===== config.mk =====
export PLATFORM = sky130hd
export DESIGN_NAME = worker_load_balancer_core_flat
export DESIGN_NICKNAME = d
export VERILOG_FILES = /design/src/rtl/wlb_pkg.sv /design/src/rtl/wlb_if.sv /design/src/rtl/wlb_cell.sv /design/src/rtl/wlb_ctrl.sv /design/src/rtl/worker_load_balancer_core.sv /design/src/flat_wrapper.sv
export VERILOG_INCLUDE_DIRS = /design/src /design/src/rtl
export SDC_FILE = /design/constraint.sdc
export NUM_CORES = 2
export LEC_CHECK = 0
export BUFFER_PORTS_ARGS = -buffer_cell sky130_fd_sc_hd__buf_2
export CAP_MARGIN = 0
export CORE_ASPECT_RATIO = 0.8
export CORE_MARGIN = 2
export CORE_UTILIZATION = 60
export CTS_CLUSTER_DIAMETER = 30
export DETAILED_ROUTE_END_ITERATION = 8
export GPL_TIMING_DRIVEN = 0
export PLACE_DENSITY = 0.82
export SLEW_MARGIN = 20
export SYNTH_ARGS = -nofsm -noshare
export SYNTH_HDL_FRONTEND = slang
export SYNTH_SLANG_ARGS = --single-unit

===== constraint.sdc =====
create_clock -name clk -period 5.5 [get_ports clk]
set_input_delay 0.55 -clock clk [delete_from_list [all_inputs] [get_ports clk]]
set_output_delay 0.55 -clock clk [all_outputs]
set_load 0.03 [all_outputs]

===== src/rtl/assert_macros.svh =====
// Assertion macros for the load balancer RTL; wlb_ctrl includes them.
// Every macro expects signals named clk and rst in the enclosing scope.
`ifndef ASSERT_MACROS_SVH
`define ASSERT_MACROS_SVH

// same-cycle implication
`define WLB_ASSERT_IMP(lbl, ante, cons) \
  lbl: assert property (@(posedge clk) disable iff (rst) (ante) |-> (cons)) \
    else $error("wlb: assertion failed");

// next-cycle implication
`define WLB_ASSERT_NXT(lbl, ante, cons) \
  lbl: assert property (@(posedge clk) disable iff (rst) (ante) |=> (cons)) \
    else $error("wlb: assertion failed");

`endif


===== src/rtl/wlb_pkg.sv =====
// Package for the worker load balancer: sizes, codes and the structs
// passed between the controller and the cell chain. No dependencies.
package wlb_pkg;

  localparam int MAX_SLOTS   = 16;
  localparam int SLOT_W      = $clog2(MAX_SLOTS);
  localparam int CNT_W       = $clog2(MAX_SLOTS + 1);
  localparam int LOAD_W      = 16;
  localparam int OP_W        = 2;
  localparam int SLOT_FLD_W  = 4;
  localparam int STATUS_W    = 3;
  localparam int LIMIT_W     = 16;
  localparam int DATA_W      = 32;
  localparam int ADDR_W      = 3;

  localparam logic [LOAD_W-1:0]  LOAD_MAX     = 16'hFFFF;
  localparam logic [LIMIT_W-1:0] DEFAULT_POOL = 16'd10;
  localparam logic [LIMIT_W-1:0] DEFAULT_CAP  = 16'd1000;
  localparam logic [LIMIT_W-1:0] LIMIT_RESET  = 16'd10;

  localparam logic MODE_FIXED = 1'b0;
  localparam logic MODE_GROW  = 1'b1;

  // register select bit (byte address bit 2)
  localparam logic REG_MODE  = 1'b0;
  localparam logic REG_LIMIT = 1'b1;

  typedef enum logic [OP_W-1:0] {
    OP_ACQUIRE = 2'd0,
    OP_RELEASE = 2'd1,
    OP_CLEAR   = 2'd2
  } op_t;

  typedef enum logic [STATUS_W-1:0] {
    STS_OK      = 3'd0,
    STS_FULL    = 3'd1,
    STS_UNKNOWN = 3'd2,
    STS_RETIRED = 3'd3,
    STS_ZERO    = 3'd4
  } status_t;

  typedef enum logic [1:0] {
    ST_IDLE,
    ST_BUILD,
    ST_SCAN,
    ST_DECIDE
  } state_t;

  typedef enum logic [1:0] {
    CMD_NONE,
    CMD_BUILD,
    CMD_CLEAR,
    CMD_WRITE
  } cmd_kind_t;

  // partial result carried down the chain
  typedef struct packed {
    logic              found;
    logic [SLOT_W-1:0] idx;
    logic [LOAD_W-1:0] load;
    logic              free_found;
    logic [SLOT_W-1:0] free_idx;
    logic [CNT_W-1:0]  cnt;
    logic              tgt_active;
    logic [LOAD_W-1:0] tgt_load;
  } scan_t;

  // broadcast to all cells; stable while a request is worked on only if the user does not write mode or limit then
  typedef struct packed {
    logic               mode;
    logic [LIMIT_W-1:0] cap;
    logic [LIMIT_W-1:0] pool_n;
    logic [SLOT_W-1:0]  tgt;
  } ctl_t;

  typedef struct packed {
    cmd_kind_t         kind;
    logic [SLOT_W-1:0] idx;
    logic [LOAD_W-1:0] load;
    logic              active;
  } cmd_t;

endpackage


===== src/rtl/wlb_if.sv =====
// Request and response channel interfaces of the load balancer.
// Depends on wlb_pkg.
interface wlb_req_if;
  import wlb_pkg::*;

  logic                  valid;
  logic                  ready;
  logic [OP_W-1:0]       op;
  logic [SLOT_FLD_W-1:0] slot;

  modport source (output valid, output op, output slot, input ready);
  modport sink   (input valid, input op, input slot, output ready);
endinterface

interface wlb_rsp_if;
  import wlb_pkg::*;

  logic                  valid;
  logic                  ready;
  logic [SLOT_FLD_W-1:0] granted_slot;
  logic [STATUS_W-1:0]   status;
  logic [LOAD_W-1:0]     load;

  modport source (output valid, output granted_slot, output status, output load,
                  input ready);
  modport sink   (input valid, input granted_slot, input status, input load,
                  output ready);
endinterface


===== src/rtl/wlb_cell.sv =====
// One slot cell: holds the slot's load and active flag, folds itself
// into the scan record from its left neighbor. Depends on wlb_pkg.
module wlb_cell (
  input  logic                      clk,
  input  logic                      rst,
  input  logic [wlb_pkg::SLOT_W-1:0] idx,
  input  wlb_pkg::ctl_t             ctl,
  input  wlb_pkg::cmd_t             cmd,
  input  wlb_pkg::scan_t            scan_in,
  output wlb_pkg::scan_t            scan_out
);
  import wlb_pkg::*;

  logic [LOAD_W-1:0] load;
  logic              active;
  scan_t             scan_next;

  always_ff @(posedge clk) begin
    if (rst) begin
      active <= 1'b0;
    end else begin
      case (cmd.kind)
        CMD_BUILD: begin
          load <= '0;
          if (ctl.mode == MODE_FIXED) begin
            active <= (32'(idx) < 32'(ctl.pool_n));
          end else begin
            active <= (idx == '0);
          end
        end
        CMD_CLEAR: begin
          load <= '0;
        end
        CMD_WRITE: begin
          if (cmd.idx == idx) begin
            load   <= cmd.load;
            active <= cmd.active;
          end
        end
        default: begin
        end
      endcase
    end
  end

  always_comb begin
    scan_next = scan_in;
    if (ctl.mode == MODE_FIXED) begin
      if (active && (!scan_in.found || load < scan_in.load)) begin
        scan_next.found = 1'b1;
        scan_next.idx   = idx;
        scan_next.load  = load;
      end
    end else begin
      if (active && !scan_in.found && load < ctl.cap) begin
        scan_next.found = 1'b1;
        scan_next.idx   = idx;
        scan_next.load  = load;
      end
    end
    if (!active && !scan_in.free_found) begin
      scan_next.free_found = 1'b1;
      scan_next.free_idx   = idx;
    end
    if (active) begin
      scan_next.cnt = scan_in.cnt + CNT_W'(1);
    end
    if (idx == ctl.tgt) begin
      scan_next.tgt_active = active;
      scan_next.tgt_load   = load;
    end
  end

  always_ff @(posedge clk) begin
    scan_out <= scan_next;
  end

endmodule


===== src/rtl/wlb_ctrl.sv =====
// Sequencer: takes a request, builds the pool on first use, waits for the
// scan wave to cross the chain, decides and writes back. Depends on wlb_pkg,
// wlb_if and assert_macros.svh.
module wlb_ctrl (
  input  logic                        clk,
  input  logic                        rst,
  input  logic                        mode,
  input  logic [wlb_pkg::LIMIT_W-1:0] limit,
  wlb_req_if.sink                     req,
  wlb_rsp_if.source                   rsp,
  input  wlb_pkg::scan_t              scan_res,
  output wlb_pkg::ctl_t               ctl,
  output wlb_pkg::cmd_t               cmd
);
  import wlb_pkg::*;
  `include "assert_macros.svh"

  state_t                state, state_next;
  logic [SLOT_W-1:0]     cnt, cnt_next;
  op_t                   op_q;
  logic [SLOT_FLD_W-1:0] slot_q;
  logic                  pool_ready;
  logic                  rsp_valid;
  logic [SLOT_FLD_W-1:0] rsp_slot;
  status_t               rsp_status;
  logic [LOAD_W-1:0]     rsp_load;

  logic                  fire;
  logic                  slot_ok;
  logic [LOAD_W-1:0]     rel_load;
  cmd_t                  wcmd;
  logic [SLOT_FLD_W-1:0] res_slot;
  status_t               res_status;
  logic [LOAD_W-1:0]     res_load;

  assign ctl.mode   = mode;
  assign ctl.cap    = (limit == '0) ? DEFAULT_CAP : limit;
  assign ctl.pool_n = (limit == '0) ? DEFAULT_POOL : limit;
  assign ctl.tgt    = SLOT_W'(slot_q);

  assign req.ready        = (state == ST_IDLE);
  assign rsp.valid        = rsp_valid;
  assign rsp.granted_slot = rsp_slot;
  assign rsp.status       = rsp_status;
  assign rsp.load         = rsp_load;

  assign slot_ok  = (32'(slot_q) < MAX_SLOTS);
  assign rel_load = scan_res.tgt_load - LOAD_W'(1);

  // decision from the finished scan
  always_comb begin
    wcmd.kind   = CMD_NONE;
    wcmd.idx    = scan_res.idx;
    wcmd.load   = scan_res.load + LOAD_W'(1);
    wcmd.active = 1'b1;
    res_slot    = '0;
    res_status  = STS_OK;
    res_load    = '0;
    case (op_q)
      OP_ACQUIRE: begin
        if (mode == MODE_FIXED) begin
          if (!scan_res.found || scan_res.load == LOAD_MAX) begin
            res_status = STS_FULL;
          end else begin
            wcmd.kind = CMD_WRITE;
            res_slot  = SLOT_FLD_W'(scan_res.idx);
            res_load  = wcmd.load;
          end
        end else if (scan_res.found) begin
          wcmd.kind = CMD_WRITE;
          res_slot  = SLOT_FLD_W'(scan_res.idx);
          res_load  = wcmd.load;
        end else if (scan_res.free_found) begin
          wcmd.kind = CMD_WRITE;
          wcmd.idx  = scan_res.free_idx;
          wcmd.load = LOAD_W'(1);
          res_slot  = SLOT_FLD_W'(scan_res.free_idx);
          res_load  = LOAD_W'(1);
        end else begin
          res_status = STS_FULL;
        end
      end
      OP_RELEASE: begin
        res_slot = slot_q;
        wcmd.idx = ctl.tgt;
        if (!slot_ok || !scan_res.tgt_active) begin
          res_status = STS_UNKNOWN;
        end else if (scan_res.tgt_load == '0) begin
          res_status = STS_ZERO;
        end else if (mode == MODE_GROW && rel_load == '0 &&
                     scan_res.cnt > CNT_W'(1)) begin
          wcmd.kind   = CMD_WRITE;
          wcmd.load   = '0;
          wcmd.active = 1'b0;
          res_status  = STS_RETIRED;
        end else begin
          wcmd.kind = CMD_WRITE;
          wcmd.load = rel_load;
          res_load  = rel_load;
        end
      end
      OP_CLEAR: begin
        wcmd.kind = CMD_CLEAR;
      end
      default: begin
      end
    endcase
  end

  always_ff @(posedge clk) begin
    if (rst) begin
      state      <= ST_IDLE;
      cnt        <= '0;
      pool_ready <= 1'b0;
      rsp_valid  <= 1'b0;
    end else begin
      state <= state_next;
      cnt   <= cnt_next;
      if (state == ST_BUILD) begin
        pool_ready <= 1'b1;
      end
      if (fire) begin
        rsp_valid <= 1'b1;
      end else if (rsp.ready) begin
        rsp_valid <= 1'b0;
      end
    end
  end

  always_ff @(posedge clk) begin
    if (req.valid && req.ready) begin
      op_q   <= op_t'(req.op);
      slot_q <= req.slot;
    end
    if (fire) begin
      rsp_slot   <= res_slot;
      rsp_status <= res_status;
      rsp_load   <= res_load;
    end
  end

  always_comb begin
    state_next = state;
    cnt_next   = cnt;
    fire       = 1'b0;
    cmd        = wcmd;
    cmd.kind   = CMD_NONE;
    case (state)
      ST_IDLE: begin
        cnt_next = '0;
        if (req.valid) begin
          state_next = pool_ready ? ST_SCAN : ST_BUILD;
        end
      end
      ST_BUILD: begin
        cmd.kind   = CMD_BUILD;
        state_next = ST_SCAN;
      end
      ST_SCAN: begin
        cnt_next = cnt + SLOT_W'(1);
        if (cnt == SLOT_W'(MAX_SLOTS - 1)) begin
          state_next = ST_DECIDE;
        end
      end
      ST_DECIDE: begin
        if (!rsp_valid || rsp.ready) begin
          fire       = 1'b1;
          cmd.kind   = wcmd.kind;
          state_next = ST_IDLE;
        end
      end
      default: begin
        state_next = ST_IDLE;
      end
    endcase
  end

  `WLB_ASSERT_IMP(a_write_only_on_decide, cmd.kind == CMD_WRITE, state == ST_DECIDE && fire)
  `WLB_ASSERT_NXT(a_accept_starts_work, req.valid && req.ready, state == ST_BUILD || state == ST_SCAN)
  `WLB_ASSERT_NXT(a_pool_stays_ready, pool_ready, pool_ready)
  `WLB_ASSERT_IMP(a_grant_has_load, fire && op_q == OP_ACQUIRE && res_status == STS_OK, res_load != '0)

endmodule


===== src/rtl/worker_load_balancer_core.sv =====
// Top level of the worker load balancer: APB registers, the slot cell chain
// and the sequencer. Depends on wlb_pkg, wlb_if, wlb_cell and wlb_ctrl.
//
//  channel  dir  handshake            payload
//  req      in   valid/ready          op[1:0], slot[3:0]
//  rsp      out  valid/ready          granted_slot[3:0], status[2:0], load[15:0]
//  apb      in   psel/penable/pready  paddr[2:0], pwdata, prdata (mode @0, limit @4)
//
// A request is decided once the scan wave, crossing the chain one cell a cycle,
// has passed every slot; no new request is taken until then. The first request
// after reset also passes through a build state that builds the pool first.
// Reset clears the pool; it is rebuilt from mode and limit on the first request.
// A finished result waits in the output register; the next request is taken
// meanwhile, and its write-back waits until the previous result is taken.
module worker_load_balancer_core (
  input  logic                        clk,
  input  logic                        rst,
  wlb_req_if.sink                     req,
  wlb_rsp_if.source                   rsp,
  input  logic                        psel,
  input  logic                        penable,
  input  logic                        pwrite,
  input  logic [wlb_pkg::ADDR_W-1:0]  paddr,
  input  logic [wlb_pkg::DATA_W-1:0]  pwdata,
  output logic [wlb_pkg::DATA_W-1:0]  prdata,
  output logic                        pready
);
  import wlb_pkg::*;

  logic               mode;
  logic [LIMIT_W-1:0] limit;
  ctl_t               ctl;
  cmd_t               cmd;
  scan_t              chain [MAX_SLOTS+1];

  assign pready = 1'b1;

  always_ff @(posedge clk) begin
    if (rst) begin
      mode  <= MODE_FIXED;
      limit <= LIMIT_RESET;
    end else if (psel && penable && pwrite && pready) begin
      case (paddr[2])
        REG_MODE:  mode  <= pwdata[0];
        REG_LIMIT: limit <= pwdata[LIMIT_W-1:0];
        default: begin
        end
      endcase
    end
  end

  always_comb begin
    case (paddr[2])
      REG_MODE:  prdata = DATA_W'(mode);
      REG_LIMIT: prdata = DATA_W'(limit);
      default:   prdata = '0;
    endcase
  end

  assign chain[0] = '0;

  for (genvar g = 0; g < MAX_SLOTS; g++) begin : g_cell
    wlb_cell u_cell (
      .clk      (clk),
      .rst      (rst),
      .idx      (SLOT_W'(g)),
      .ctl      (ctl),
      .cmd      (cmd),
      .scan_in  (chain[g]),
      .scan_out (chain[g+1])
    );
  end

  wlb_ctrl u_ctrl (
    .clk      (clk),
    .rst      (rst),
    .mode     (mode),
    .limit    (limit),
    .req      (req),
    .rsp      (rsp),
    .scan_res (chain[MAX_SLOTS]),
    .ctl      (ctl),
    .cmd      (cmd)
  );

endmodule

===== src/flat_wrapper.sv =====
// flat-port wrapper written by rule: the top's interface ports become plain ports
module worker_load_balancer_core_flat import wlb_pkg::*;
  (clk, rst, psel, penable, pwrite, paddr, pwdata, prdata, pready, req_valid, req_op, req_slot, req_ready, rsp_valid, rsp_granted_slot, rsp_status, rsp_load, rsp_ready);
  wlb_req_if req_i ();
  wlb_rsp_if rsp_i ();
  input  logic clk;
  input  logic rst;
  input  logic psel;
  input  logic penable;
  input  logic pwrite;
  input  logic [wlb_pkg::ADDR_W-1:0] paddr;
  input  logic [wlb_pkg::DATA_W-1:0] pwdata;
  output logic [wlb_pkg::DATA_W-1:0] prdata;
  output logic pready;
  input wire logic [$bits(req_i.valid)-1:0] req_valid;
  input wire logic [$bits(req_i.op)-1:0] req_op;
  input wire logic [$bits(req_i.slot)-1:0] req_slot;
  output wire logic [$bits(req_i.ready)-1:0] req_ready;
  output wire logic [$bits(rsp_i.valid)-1:0] rsp_valid;
  output wire logic [$bits(rsp_i.granted_slot)-1:0] rsp_granted_slot;
  output wire logic [$bits(rsp_i.status)-1:0] rsp_status;
  output wire logic [$bits(rsp_i.load)-1:0] rsp_load;
  input wire logic [$bits(rsp_i.ready)-1:0] rsp_ready;
  assign req_i.valid = req_valid;
  assign req_i.op = req_op;
  assign req_i.slot = req_slot;
  assign req_ready = req_i.ready;
  assign rsp_valid = rsp_i.valid;
  assign rsp_granted_slot = rsp_i.granted_slot;
  assign rsp_status = rsp_i.status;
  assign rsp_load = rsp_i.load;
  assign rsp_i.ready = rsp_ready;
  worker_load_balancer_core u_core (.clk(clk), .rst(rst), .req(req_i), .rsp(rsp_i), .psel(psel), .penable(penable), .pwrite(pwrite), .paddr(paddr), .pwdata(pwdata), .prdata(prdata), .pready(pready));
endmodule

### Word level (Yosys, flattened, before mapping)

Cells that the tools add are included.

| cells by class | value |
|---|---|
| bitwise logic cells | 2 |
| mux-type cells | 210 |
| shifts and indexed selects | 0 |
| divide/modulo/power cells | 0 |
| reduce and logical (&&, ||, !) cells | 177 |
| add/sub/neg operators | 18 |
| order comparisons | 48 |
| multipliers | 0 |
| eq/ne operators | 59 |

Operator list:

| cell | number |
|---|---|
| two-way mux 21 bit | 48 |
| case mux 16 bit (2 select lines) | 17 |
| less-than comparator 16 bit | 31 |
| two-way mux 16 bit | 24 |
| two-way mux 17 bit | 17 |
| less-than comparator 4 x 16 -> 1 bit (first input constant) | 8 |
| two-way mux 5 bit | 16 |
| adder 5 x 1 -> 5 bit (second input constant) | 15 |
| logical AND 1 bit | 66 |
| less-than comparator 3 x 16 -> 1 bit (first input constant) | 4 |
| case mux 32 bit (2 select lines) | 1 |
| AND reduction 3 bit | 17 |
| zero test 16 bit | 3 |
| zero test 1 bit | 47 |
| two-way mux 1 bit | 43 |
| two-way mux 20 bit | 2 |
| case mux 20 bit (2 select lines) | 1 |
| != test 2 bit (second input constant) | 19 |
| == test 4 bit (second input constant) | 9 |
| AND reduction 2 bit | 18 |
| == test 4 bit (first input constant) | 8 |
| less-than comparator 1 x 16 -> 1 bit (first input constant) | 2 |
| less-than comparator 2 x 16 -> 1 bit (first input constant) | 2 |
| case mux 1 bit (2 select lines) | 16 |
| 28 further kinds | 80 |

| word-level totals | value |
|---|---|
| memories kept | 0 |
| bits in registers | 1094 |
| bits in read-only memories | 0 |
| logic and storage cells | 685 |
| RAM bits | 0 |
| latch bits | 0 |
| output and inout port bits | 58 |

### Depth between registers and ports, before layout

| depth | value |
|---|---|
| word-level depth | 11 |
| mapped depth | 15 |
| mapped depth without buffers | 14 |

### Hierarchy

Synthesis repeated with hierarchy kept, for this count alone.

| unflattened totals | value |
|---|---|
| cell total of the unflattened synthesis | 5018 |
| area total of the unflattened synthesis | 55851.1 um^2 |

Modules (own cells, without submodules):

| module | times used | area an instance (um^2) | cells an instance | sequential area each (um^2) |
|---|---|---|---|---|
| wlb_cell | 16 | 3244.4 | 285 | 1461.4 |
| wlb_ctrl | 1 | 2924.1 | 348 | 1031.0 |
| worker_load_balancer_core | 1 | 1017.2 | 110 | 340.3 |

### Least setup slack after synthesis

OpenSTA, ideal clock, no wires.

| path | value |
|---|---|
| path type | register to register |
| from | register u_core.g_cell[15].u_cell.scan_out[0] in the netlist's numbering |
| to | register u_core.g_cell[0].u_cell.load[5] (data pin) |
| stages on the path, launching flop included | 11 |
| slack | 1.644 ns |
| path buffers | 1 |
| library setup time | 0.489 ns |
| data arrival time | 3.366 ns |
| period minus slack after synthesis | 3.856 ns |
| path through | dfxtp_1 inv_1 ha_1 buf_2 nor4b_4 nand4_1 nor2b_2 and4_1 nand2_2 nand2_1 a2111oi_0 |

| between the ends | value |
|---|---|
| cells in the longest elaborated chain, start to end | 10 |
| elaborated cells between the ends (all ways) | 20 |
| those cells by class | add/sub (1); eq/ne (3); mux (11); reduce/logical (5) |

Ends and longest elaborated chain:

| what | line | RTL |
|---|---|---|
| from (decl) | wlb_cell.sv:10 | `output wlb_pkg::scan_t scan_out` |
| from (signal assigned) | wlb_cell.sv:75 | `scan_out <= scan_next;` |
| subtractor 16 x 1 -> 16 bit | wlb_ctrl.sv:48 | `assign rel_load = scan_res.tgt_load - LOAD_W'(1);` |
| zero test 16 bit | wlb_ctrl.sv:90 | `end else if (mode == MODE_GROW && rel_load == '0 &&` |
| logical AND 1 bit (2 in series) | wlb_ctrl.sv:90 |  |
| two-way mux 16 bit | wlb_ctrl.sv:90 |  |
| two-way mux 17 bit | wlb_ctrl.sv:88 | `end else if (scan_res.tgt_load == '0) begin` |
| two-way mux 17 bit | wlb_ctrl.sv:86 | `if (!slot_ok \|\| !scan_res.tgt_active) begin` |
| case mux 20 bit (2 select lines) | wlb_ctrl.sv:59 | `case (op_q)` |
| two-way mux 16 bit | wlb_cell.sv:35 | `if (cmd.idx == idx) begin` |
| case mux 16 bit (2 select lines) * | wlb_cell.sv:22 | `case (cmd.kind)` |
| to (signal assigned) | wlb_cell.sv:36 | `load <= cmd.load;` |
| to (decl) | wlb_cell.sv:14 | `logic [LOAD_W-1:0] load;` |

Every way passes the cells marked *; elsewhere a longest branch is shown, timed or not. The select of a mux whose other input is x is not followed.
A chain may end at the register's enable or synchronous reset.

==> results <==
- The flow ran to the end, but the final reports show violations.
- The checks that failed: DRC.
- The worst hold path begins at req_slot[1].
- At the worst endpoint, the required time is 6.13 ns.
- STA classifies the critical path startpoint as a flop.
- The root buffer cell chosen for the clock tree is clkbuf_16.
- For the final routed database, the setup TNS stands at 0 ns.
- Measured against its own limit, the worst slew margin works out to 0.160.
- The pre-antenna-repair detailed-routing pass consisted of 9 iterations.
- The delay of the slowest cell on the worst path is 0.70 ns.
- The floorplan step defined a die boundary enclosing 79300 um2.
- The internal reg-to-reg setup slack is 0.06 ns.
- Walking the worst path, the cells encountered are nor4_1 > nand3_1 > or3_1 > nor2_4 > nor2_4 > buf_16 > ha_1 > nand3_1 > o31ai_1 > a21oi_1 > a221oi_2 > buf_2 > mux2_2.
- After clock tree synthesis, the clock-pin slew on the worst setup and hold paths is approximately 0.06 ns.
- For met1 alone, demand over resource in global routing was 0.457.
- The worst hold endpoint is u_core.u_ctrl.slot_q[1].
- Of the total power, the clock network draws 0.317.
- The global-route wire length before repair is around 200000 um.
- Buffers inserted during clock tree synthesis total between 100 and 150.
- Of all nets on the critical path, the largest fanout is 13.
- The post-synthesis instance area is ~46000 um2.
- The transition time of the tightest slew-check pin is 1.26 ns.
- By area the synthesized netlist is led by dfxtp_1, edfxtp_1, ha_1.
- The Yosys warning count is 0.
- The final hold slack is 0.0500 ns.
- The static power due to leakage is 22.5 nW.
- For this block, the initial DRC count from the detailed router was 3567.
- The met3 usage is 0.103.
- The count of final max-slew check failures was 0.
- The row count is a little over 90.
- The clock passes through at most 3 buffers.
- After detailed routing, the number of remaining DRC violations is 2.
- The cell count after placement is 5017.
- The number of hold violations in the final report is 0.
- The proportion of total power due to net switching is 0.333.
- The weighted congestion at the end of routability-driven global placement is 1.05.
- The startpoint identified for the worst register-to-register timing path is u_core.limit[11].
- The biggest area consumer among synthesized cells is dfxtp_1.
- Dividing total power by cell area gives a power density of ~570 nW/um2.
- For this design, the slowest cell found on the critical path is a221oi_2.
- In the finished design, the share of the clock period the worst path needs comes to 0.989.
- The portion of total power attributed to combinational logic is 0.281.
- The number of antenna violations at the first check in global routing is 6.
- The worst reg2reg path depth is 13.
- STA classifies the critical path endpoint as a flop.
- The worst register-to-register path ends at u_core.g_cell[1].u_cell.scan_out[39].
- The clock tree skew after final layout is 0.0310 ns.
- Setup violations remaining at the end of the flow were counted as 0.
- The endpoint arrival time on the critical path is about 6.1 ns.
- In this run the power spent charging and discharging nets is 10.2 mW.
- The tool flagged a number of max-cap violations equal to 0.
- Setup repair after global routing left no endpoint under its margin.
- The total chip power is ~30 mW.
- Summed over all layers, the global routing overflow is 0.
- The total wirelength of the detailed-routed design is 130000 um.
- The average wire per cell in the routed design is 24.6 um.
- During I/O placement, the number of pins put on the boundary was approximately 110.
- The proportion of synthesized chip area in sequential cells is 0.518.
- Measured along the x axis, the die boundary spans 314 um.
- VDD sags by at most 0.383 mV.
- Yosys mapped a number of flops with a built-in enable equal to 285.
- The most used routing layer is met2.
- The core footprint is approximately 77000 um2.
- CTS built an H-tree with a depth of 4.
- The via count of the first global-routing pass is ~32000.
- The number of port buffers is slightly below 70.
- Counting flops with an async set or reset pin after synthesis yields a share of 0.
- The number of nets in the layout is 4681.
- The via count is around 33000.
- For this configuration, the core starts out at a cell density of 0.602.
- The global routing usage summed across all routing layers is 0.327.
- Synthesis instantiated 84 different standard cells from the library.
- The cell internal power dissipation is 20.3 mW.
- In this run the post-CTS setup repair buffer count came out at 0.
- The vertical die dimension is approximately 250 um.
- After technology mapping, the gate count stands at 3875.
- The clock period could shrink to between 5 and 6 ns.
- The area growth from synthesis to layout is 16.5%.
- The achievable frequency is 184 MHz.
- Of the post-synthesis cell area, the dominant cell type holds 0.333.
- The met2 layer usage reported by global route is 0.469.
- The commonest register cell after synthesis is dfxtp_1.
- Each instance of the synthesized netlist takes up on average 11.9 um2.
- The clock latency on the worst-skew pair is 0.75 ns.
- The final non-filler cell total is 5294.
- The clock tree from TritonCTS is done.
- The HPWL reported at the end of detailed placement is 92600 um.
- The fraction of layout instances using a drive strength above 1 is 0.237.
- The cell depth of the worst hold path is 1.
- The min-delay analysis places its worst path in the category primary input to flop.
- The number of sinks handled by clock tree synthesis is 1053.
- Of the total power, registers draw 0.402.
- The post-synthesis register bit count is 1053.
- By startpoint and endpoint, the worst setup path is classified as flop to flop.
- Entering global routing, the biggest net connects 26 pins.
- The detail route stage leaves a number of antenna-violating nets equal to 0.
- In the routed layout, each cell is associated on average with a via count of about 6.1.
## Yosys cell counts, drive strengths merged, types with 15 or more instances
library cell / number
nor2: 164
o21ai: 90
and2: 50
nor3b: 20
and3: 15
xnor2: 49
buf: 37
dfxtp: 768
a21o: 122
ha: 487
nand4: 113
mux2: 510
xor2: 29
a221oi: 17
clkbuf: 84
a211oi: 47
nor4: 18
inv: 253
nand2: 114
nand2b: 89
edfxtp: 285
a21oi: 140
nand3: 49
o211ai: 36
nor3: 30
or2: 34
nor2b: 39
## flip-flops by register name (all words and copies together) (netlist names)
register,flops
u_core.g_cell.u_cell.scan_out,727
u_core.g_cell.u_cell.load,256
u_core.g_cell.u_cell.active,16
u_core.limit,16
u_core.u_ctrl.rsp.load,16
u_core.u_ctrl.cnt,4
u_core.u_ctrl.rsp.granted_slot,4
u_core.u_ctrl.slot_q,4
u_core.u_ctrl.rsp.status,3
u_core.u_ctrl.op_q,2
u_core.u_ctrl.state,2
u_core.mode,1
u_core.u_ctrl.pool_ready,1
u_core.u_ctrl.rsp.valid,1
## critical path, delay by kind of cell (launching register included)
kind / cells / cell delay, ns
adders and majority gates: 1 / 0.31
and+or+nand+nor: 6 / 2.24
muxes: 1 / 0.40
AOI/OAI and AO/OA: 3 / 1.39
buffers and inverters: 2 / 0.60
DFF: 1 / 0.32
## how the worst max path moves through the flow
stage / from / end / slack (ns) / cells after the start
floorplan: u_core.g_cell[15].u_cell.scan_out[0] / u_core.g_cell[0].u_cell.load[5] / 1.64 / 10
global placement: u_core.g_cell[15].u_cell.scan_out[0] / u_core.g_cell[6].u_cell.load[14] / -6.04 / 9
detailed placement: u_core.limit[11] / u_core.g_cell[1].u_cell.scan_out[42] / -0.009 / 13
CTS: u_core.limit[11] / u_core.g_cell[1].u_cell.scan_out[42] / 0.23 / 13
global route: u_core.limit[11] / u_core.g_cell[1].u_cell.scan_out[42] / 0.05 / 13
finish: u_core.limit[11] / u_core.g_cell[1].u_cell.scan_out[39] / 0.06 / 13
## metrics by stage
step / setup slack (ns) / utilization / area, um2
finish: 0.0607 / 0.702 / 53800
global route: 0.0477 / 0.702 / 53800
CTS: 0.233 / 0.701 / 53800
detailed placement: -0.00888 / 0.634 / 48700
global placement: -6.04 / 0.624 / 47900
floorplan: 1.64 / - / 46300
## cells in the final DEF, fill, tap and decap left out, types with 49 or more instances in the layout
cell type,instances
xnor2_1,49
edfxtp_1,285
inv_1,246
o21ai_0,88
a21o_1,122
nand3_1,49
ha_1,487
a21oi_1,123
clkbuf_1,99
nand2b_1,89
clkbuf_16,150
mux2_2,510
dfxtp_1,768
nand2_1,113
buf_2,90
nand4_1,113
nor2_1,149
## routing by layer
metal / vias up / share of wire
met5: - / 0.00035
met4: 8 / 0.041
met3: 361 / 0.11
met2: 1684 / 0.41
met1: 15794 / 0.43
li1: 14694 / -
## logic make-up (layout without fill, tap and decap cells)
| family | Yosys count | in the layout | synth area share |
|---|---|---|---|
| other cells | 2 | 19 | 0.000162 |
| fa+ha+maj | 487 | 487 | 0.132 |
| compound gates | 592 | 592 | 0.0877 |
| xor+xnor | 78 | 78 | 0.0148 |
| flops | 1053 | 1053 | 0.518 |
| buf+inv | 376 | 755 | 0.0325 |
| mux | 513 | 513 | 0.125 |
| simple gates | 774 | 774 | 0.0905 |
## repair_timing
item / CTS / global route
setup endpoints to repair: 7 / 0
resized for setup: 1 / 0
hold buffers: 5 / 0
endpoints found under the hold margin: 5 / 0
## cell type report
| type | instances | area (um2) |
|---|---|---|
| fillers | 5021 | 22900 |
| diodes | 2 | 5.00 |
| well taps | 1023 | 1280 |
| multi-input cells | 2461 | 21100 |
| repair buffers | 109 | 903 |
| clock inverters | 98 | 1190 |
| flip-flops and latches | 1053 | 23900 |
| clock buffers | 172 | 3900 |
| inverters | 255 | 957 |
| plain buffers | 121 | 547 |
## power groups by stage
stage                     Clock (mW)  Sequential, mW  Combinational [mW]
after floorplan                    0            11.6                5.83
after global placement             0            12.2                7.72
after detailed placement           0            12.2                8.11
after CTS                       9.70            12.1                8.36
after global routing            10.0            12.4                9.27
final                           9.65            12.3                8.57
(Power assumes the default switching activity.)
